$ cat config.mk
export PLATFORM = sky130hd
export DESIGN_NAME = abm_div
export DESIGN_NICKNAME = d
export VERILOG_FILES = /design/src/design/aim_basis_matrix_builder_core_defines.svh /design/src/design/abm_pkg.sv /design/src/design/abm_div.sv
export SDC_FILE = /design/constraint.sdc
export NUM_CORES = 2
export LEC_CHECK = 0
export BUFFER_PORTS_ARGS = -buffer_cell sky130_fd_sc_hd__buf_2
export CAP_MARGIN = 20
export CORE_MARGIN = 2
export CORE_UTILIZATION = 50
export CTS_CLUSTER_SIZE = 40
export DETAILED_ROUTE_END_ITERATION = 8
export HOLD_SLACK_MARGIN = 0.03
export PLACE_DENSITY = 0.75
export SLEW_MARGIN = 15
export SYNTH_ARGS = -nofsm -noshare
export SYNTH_HDL_FRONTEND = slang
export SYNTH_SLANG_ARGS = --single-unit
$ cat constraint.sdc
create_clock -name i_clk -period 4.21 [get_ports i_clk]
set_clock_uncertainty 0.2 [all_clocks]
set_input_delay 0.842 -clock i_clk [delete_from_list [all_inputs] [get_ports i_clk]]
set_output_delay 0.842 -clock i_clk [all_outputs]
set_load 0.01 [all_outputs]
$ cat src/design/aim_basis_matrix_builder_core_defines.svh
// Assertion macros for the aim basis matrix builder.
// Used by the top level; no other dependencies.
`ifndef AIM_BASIS_MATRIX_BUILDER_CORE_DEFINES_SVH
`define AIM_BASIS_MATRIX_BUILDER_CORE_DEFINES_SVH
`ifndef SYNTHESIS
`define ABM_ASSERT_IMPL(label, clk, rst_n, prop) \
    label: assert property (@(posedge clk) disable iff (!rst_n) prop) \
        else $error("assertion failed");
`define ABM_ASSERT_NEXT(label, clk, rst_n, a, b) \
    label: assert property (@(posedge clk) disable iff (!rst_n) (a) |=> (b)) \
        else $error("assertion failed");
`else
`define ABM_ASSERT_IMPL(label, clk, rst_n, prop)
`define ABM_ASSERT_NEXT(label, clk, rst_n, a, b)
`endif
`endif

$ cat src/design/abm_pkg.sv
// Package for the aim basis matrix builder: payload types and fixed-point helpers.
// No dependencies.
package abm_pkg;
    localparam int FracBitsDefault = 16;

    typedef enum logic [1:0] {
        COL_SIDE = 2'd0,
        COL_UP   = 2'd1,
        COL_AIM  = 2'd2,
        COL_ORG  = 2'd3
    } t_col;

    typedef struct packed {
        logic signed [31:0] aim_x;
        logic signed [31:0] aim_y;
        logic signed [31:0] aim_z;
        logic signed [31:0] up_hint_x;
        logic signed [31:0] up_hint_y;
        logic signed [31:0] up_hint_z;
        logic signed [31:0] origin_x;
        logic signed [31:0] origin_y;
        logic signed [31:0] origin_z;
        logic signed [31:0] axis_scale;
    } t_req;

    typedef struct packed {
        logic [1:0]         column_index;
        logic signed [31:0] col_x;
        logic signed [31:0] col_y;
        logic signed [31:0] col_z;
        logic               homogeneous_one;
        logic               last_column;
        logic               degenerate;
    } t_res;

    // Clamp a 66-bit signed value to 32 bits.
    function automatic logic signed [31:0] sat32(input logic signed [65:0] v);
        if (v > 66'sd2147483647)
            return 32'sh7fffffff;
        else if (v < -66'sd2147483648)
            return 32'sh80000000;
        else
            return v[31:0];
    endfunction
endpackage

$ cat src/design/abm_div.sv
// Pipelined unsigned restoring divider, one quotient bit per stage.
// Depends on abm_pkg.
module abm_div #(
    parameter int FRAC_BITS = abm_pkg::FracBitsDefault
) (
    input  logic        i_clk,
    input  logic        i_rst_n,
    input  logic        i_vld,
    input  logic [31:0] i_num,
    input  logic [32:0] i_den,
    output logic        o_vld,
    output logic [32:0] o_quo
);
    import abm_pkg::*;
    localparam int Nb   = 32 + FRAC_BITS;
    localparam int Qb   = 33;
    localparam int TopB = Nb - Qb;

    logic [Nb-1:0] r_num [Qb+1];
    logic [32:0]   r_den [Qb+1];
    logic [32:0]   r_rem [Qb+1];
    logic [Qb-1:0] r_quo [Qb+1];
    logic [Qb:0]   r_sat;
    logic [Qb:0]   r_vld;

    // Numerator bits above the quotient range seed the remainder; if they
    // already reach the divisor, the quotient overflows and is saturated.
    logic [Nb-1:0]   w_num;
    logic [TopB-1:0] w_top;
    assign w_num = {i_num, {FRAC_BITS{1'b0}}};
    assign w_top = w_num[Nb-1:Qb];

    always_comb begin
        r_num[0] = w_num;
        r_den[0] = i_den;
        r_rem[0] = 33'(w_top);
        r_quo[0] = '0;
    end
    assign r_sat[0] = (33'(w_top) >= i_den);
    assign r_vld[0] = i_vld;

    // Each stage brings down one numerator bit and resolves one quotient bit.
    for (genvar s = 0; s < Qb; s++) begin : g_stage
        logic [33:0]   w_t;
        logic [32:0]   n_rem;
        logic [Qb-1:0] n_quo;
        assign w_t = {r_rem[s], r_num[s][Qb-1-s]};
        always_comb begin
            if (w_t >= {1'b0, r_den[s]}) begin
                n_rem = 33'(w_t - {1'b0, r_den[s]});
                n_quo = {r_quo[s][Qb-2:0], 1'b1};
            end else begin
                n_rem = w_t[32:0];
                n_quo = {r_quo[s][Qb-2:0], 1'b0};
            end
        end
        always_ff @(posedge i_clk) begin
            if (!i_rst_n) begin
                r_vld[s+1] <= 1'b0;
            end else begin
                r_vld[s+1] <= r_vld[s];
            end
            r_num[s+1] <= r_num[s];
            r_den[s+1] <= r_den[s];
            r_rem[s+1] <= n_rem;
            r_quo[s+1] <= n_quo;
            r_sat[s+1] <= r_sat[s];
        end
    end
    assign o_vld = r_vld[Qb];
    assign o_quo = r_sat[Qb] ? {Qb{1'b1}} : r_quo[Qb];
endmodule

==> results.sh <==
export IMPL_rows=184
export IMPL_end_kind="flop"
export IMPL_switching_share_pct=35.2
export IMPL_regArea_um2=57600
export IMPL_syn_area_um2=126000
export IMPL_die_w_um=507
export IMPL_r2r_start="r_den[496]"
export IMPL_first_iter_violations=6224
export IMPL_ant_nets=0
export IMPL_required_ns=4.81
export IMPL_drive_gt1_share_pct=9.69
export IMPL_hold_path_end="r_quo[473]"
export IMPL_worstMarginPinSlew_ns=0.906
export IMPL_setup_viol=0
export IMPL_synthCells=13300
export IMPL_drt_wl_total_um=296000
export IMPL_yosys_warnings=0
export IMPL_cts_buffers=314
export IMPL_power_density_nw_per_um2=761
export IMPL_wl_per_cell_um=17.2
export IMPL_drtPass1Iterations=8
export IMPL_seqPwrFrac_pct=33.8
export IMPL_cp_data_arrival_time_ns=4.61
export IMPL_clk_latency_ns=0.95
export IMPL_numPortBuffers=101
export IMPL_status="finished clean"
export IMPL_htreeDepth=5
export IMPL_grt_first_pass_wirelength_um=467000
export IMPL_grt_overflow=0
export IMPL_clock_sinks=2875
export IMPL_ys_types=96
export IMPL_syn_nets=14400
export IMPL_initial_core_util_pct=50.3
export IMPL_min_path_cells=0
export IMPL_area_growth_pct=13.0
export IMPL_fmax_mhz=250
export IMPL_die_area_um2=257000
export IMPL_multi_input_area_um2=62700
export IMPL_finalNetCount=14800
export IMPL_gp_congestion=0.939
export IMPL_total_power_mw=109
export IMPL_synth_edf_count=0
export IMPL_r2r_end="g_stage[19].w_t[28]"
export IMPL_crit_fanout=4
export IMPL_synthArstFlopShare_pct=0
export IMPL_ios=102
export IMPL_period_needed_ns=4.00
export IMPL_cts_tree="built"
export IMPL_dpl_hpwl_um=225000
export IMPL_yosysTopAreaCell="dfxtp_1"
export IMPL_clock_tree_root_cell="clkbuf_16"
export IMPL_internal_power_mw=70.5
export IMPL_clkTransAtPathRegs_ns=0.06
export IMPL_grt_util_all_layers_pct=22.3
export IMPL_p_clk_share_pct=26.1
export IMPL_comb_power_share_pct=40.1
export IMPL_slew_headroom_pct=39.6
export IMPL_holdCritStartpoint="r_quo[505]"
export IMPL_slew_violations=0
export IMPL_worstHoldPathType="flop to flop"
export IMPL_cts_path_max_buffers=4
export IMPL_cts_resized=0
export IMPL_rsz0062_at_grt="false"
export IMPL_synth_area_top_cells="dfxtp_1, ha_1, a21oi_1"
export IMPL_core_um2=251000
export IMPL_holdWs_ns=0.0754
export IMPL_min_period_over_period_pct=95.1
export IMPL_reg2reg_depth=13
export IMPL_viasPerCell=5.39
export IMPL_yosys_register_bits=2875
export IMPL_hold_viol_final=0
export IMPL_synth_top_area_share_pct=45.5
export IMPL_die_h_um=507
export IMPL_power_switching_mw=38.3
export IMPL_ys_seq_area_share_pct=45.5
export IMPL_tns_ns=0
export IMPL_total_leakage_power_nw=66.7
export IMPL_grt_max_degree=66
export IMPL_nFillCells=21800
export IMPL_drc=0
export IMPL_vias=92500
export IMPL_maxCapViolations=0
export IMPL_avgSynthCellArea_um2=9.54
export IMPL_ir_worst_vdd_v=0.000530
export IMPL_critPathKind="flop to flop"
export IMPL_antenna_found_initial=11
export IMPL_grt_pass1_vias=89000
export IMPL_start_kind="flop"
export IMPL_rrSetupSlack_ns=0.21
export IMPL_synth_ff_type="dfxtp_1"
==> per-stage QoR <==
stage	worst slack, ns	cell area, um2	cells	util, %
floorplan	0.432	126000	13300	-
global placement	0.313	131000	16500	52.2
detailed placement	0.241	131000	16500	52.2
CTS	0.210	143000	17200	56.8
global route	0.00850	143000	17200	56.8
finish	0.206	143000	17200	56.8
==> flip-flops by register name (all words and copies together) (netlist names) <==
register     count
g_stage.w_t   1072
r_num          120
r_sat           33
r_vld           32
r_den         1056
o_vld            1
r_quo          561
==> worst max-delay path by stage <==
stage / start / end / slack, ns / depth (start not counted)
after floorplan: g_stage[12].w_t[0] / g_stage[13].w_t[25] / 0.43 / 15
after global placement: r_den[596] / g_stage[16].w_t[17] / 0.31 / 12
after detailed placement: g_stage[5].w_t[0] / g_stage[6].w_t[2] / 0.24 / 14
after CTS: g_stage[5].w_t[0] / g_stage[6].w_t[2] / 0.21 / 14
after global routing: r_den[927] / g_stage[6].w_t[10] / 0.008 / 13
final: r_den[496] / g_stage[19].w_t[28] / 0.21 / 13
==> cell type report <==
| class | count | share of cell area (%) |
|---|---|---|
| Antenna cell | 5 | 0.00876 |
| Clock buffer | 408 | 6.17 |
| Clock inverter | 139 | 1.39 |
| Inverter | 1329 | 3.50 |
| Multi-Input combinational cell | 8745 | 43.9 |
| Sequential cell | 2875 | 40.3 |
| Tap cell | 3348 | 2.93 |
| Timing Repair Buffer | 309 | 1.75 |
==> routing by layer <==
layer / GRT usage (%) / up-vias / wire length (um)
met3: 3.15 / 643 / 14000
met2: 39.5 / 2246 / 144000
met4: 7.69 / 14 / 10100
met5: 0 / - / 119
met1: 27.6 / 42900 / 128000
li1: - / 46700 / -
==> cells by family after synthesis <==
| logic type | count (synthesis) | synth area share, % |
|---|---|---|
| compound gates | 3542 | 17.8 |
| flops | 2875 | 45.5 |
| fa+ha+maj | 1118 | 11.3 |
| simple gates | 2750 | 10.4 |
| xor+xnor | 875 | 6.06 |
| buf+inv | 1632 | 4.93 |
| mux | 460 | 4.07 |
==> worst max-delay path: stages (launching register included) <==
cell	delay (ns)
dfxtp_1	0.41
inv_1	0.06
ha_1	0.31
nor2b_1	0.14
o31a_1	0.29
o311ai_0	0.41
buf_4	0.20
a211oi_1	0.10
a211oi_1	0.48
o21ai_0	0.22
a21oi_1	0.48
o21bai_1	0.17
xor2_1	0.16
mux2_2	0.26
==> power groups by stage <==
stage	combinational [mW]	sequential, mW	clock, mW
global route	48.4	37.2	30.1
floorplan	33.6	35.4	0
finish	43.6	36.7	28.4
global placement	42.3	37.3	0
detailed placement	42.7	37.3	0
CTS	43.2	36.8	29.0
==> layout by cell type (no fill, tap or decap), types with 40 or more instances in the layout <==
cell | netlist | final
a211oi_1 | 91 | 91
a21o_1 | 600 | 600
a21oi_1 | 1118 | 1116
a31oi_1 | 131 | 129
and2_1 | 93 | 93
and3_1 | 115 | 115
and4_1 | 40 | 40
buf_2 | 55 | 101
buf_4 | 2 | 119
bufinv_16 | 0 | 45
clkbuf_16 | 0 | 317
clkbuf_8 | 0 | 54
clkinv_2 | 0 | 48
dfxtp_1 | 2875 | 2874
dlygate4sd3_1 | 0 | 66
ha_1 | 1086 | 1086
inv_1 | 1325 | 1325
mux2_2 | 433 | 433
nand2_1 | 851 | 849
nand2b_1 | 123 | 123
nand3_1 | 162 | 162
nand4_1 | 155 | 155
nor2_1 | 715 | 715
nor2b_1 | 150 | 150
nor3_1 | 142 | 142
nor4_1 | 45 | 45
o211ai_1 | 58 | 58
o21a_1 | 156 | 156
o21ai_0 | 747 | 747
o21bai_1 | 138 | 138
o31ai_1 | 58 | 57
or2_2 | 64 | 64
xnor2_1 | 541 | 541
xor2_1 | 334 | 334
==> cells in the mapped netlist, types with 32 or more instances <==
library cell	instances
o21a_1	156
o21ai_0	747
a21o_1	600
fa_1	32
and4_1	40
nor3_1	142
nand2_1	851
nand2b_1	123
and2_1	93
a31o_2	35
a211oi_1	91
a21oi_1	1118
a211o_1	35
clkbuf_1	224
buf_2	55
o211ai_1	58
xnor2_1	541
a31oi_1	131
o31ai_1	58
o21bai_1	138
ha_1	1086
dfxtp_1	2875
nor2_1	715
inv_1	1325
or3_1	36
or2_2	64
xor2_1	334
o31a_1	37
nor2b_1	150
and3_1	115
nand4_1	155
nand3_1	162
mux2_2	433
a21boi_0	33
nor4_1	45
==> what timing repair did <==
| action | 4_1_cts | 5_1_grt |
|---|---|---|
| hold buffers | 66 | 0 |
| setup buffers | 0 | 1 |
| setup endpoints to repair | 0 | 4 |
| endpoints found under the hold margin | 74 | 0 |
Note: power is estimated with default switching activity, not from simulation.
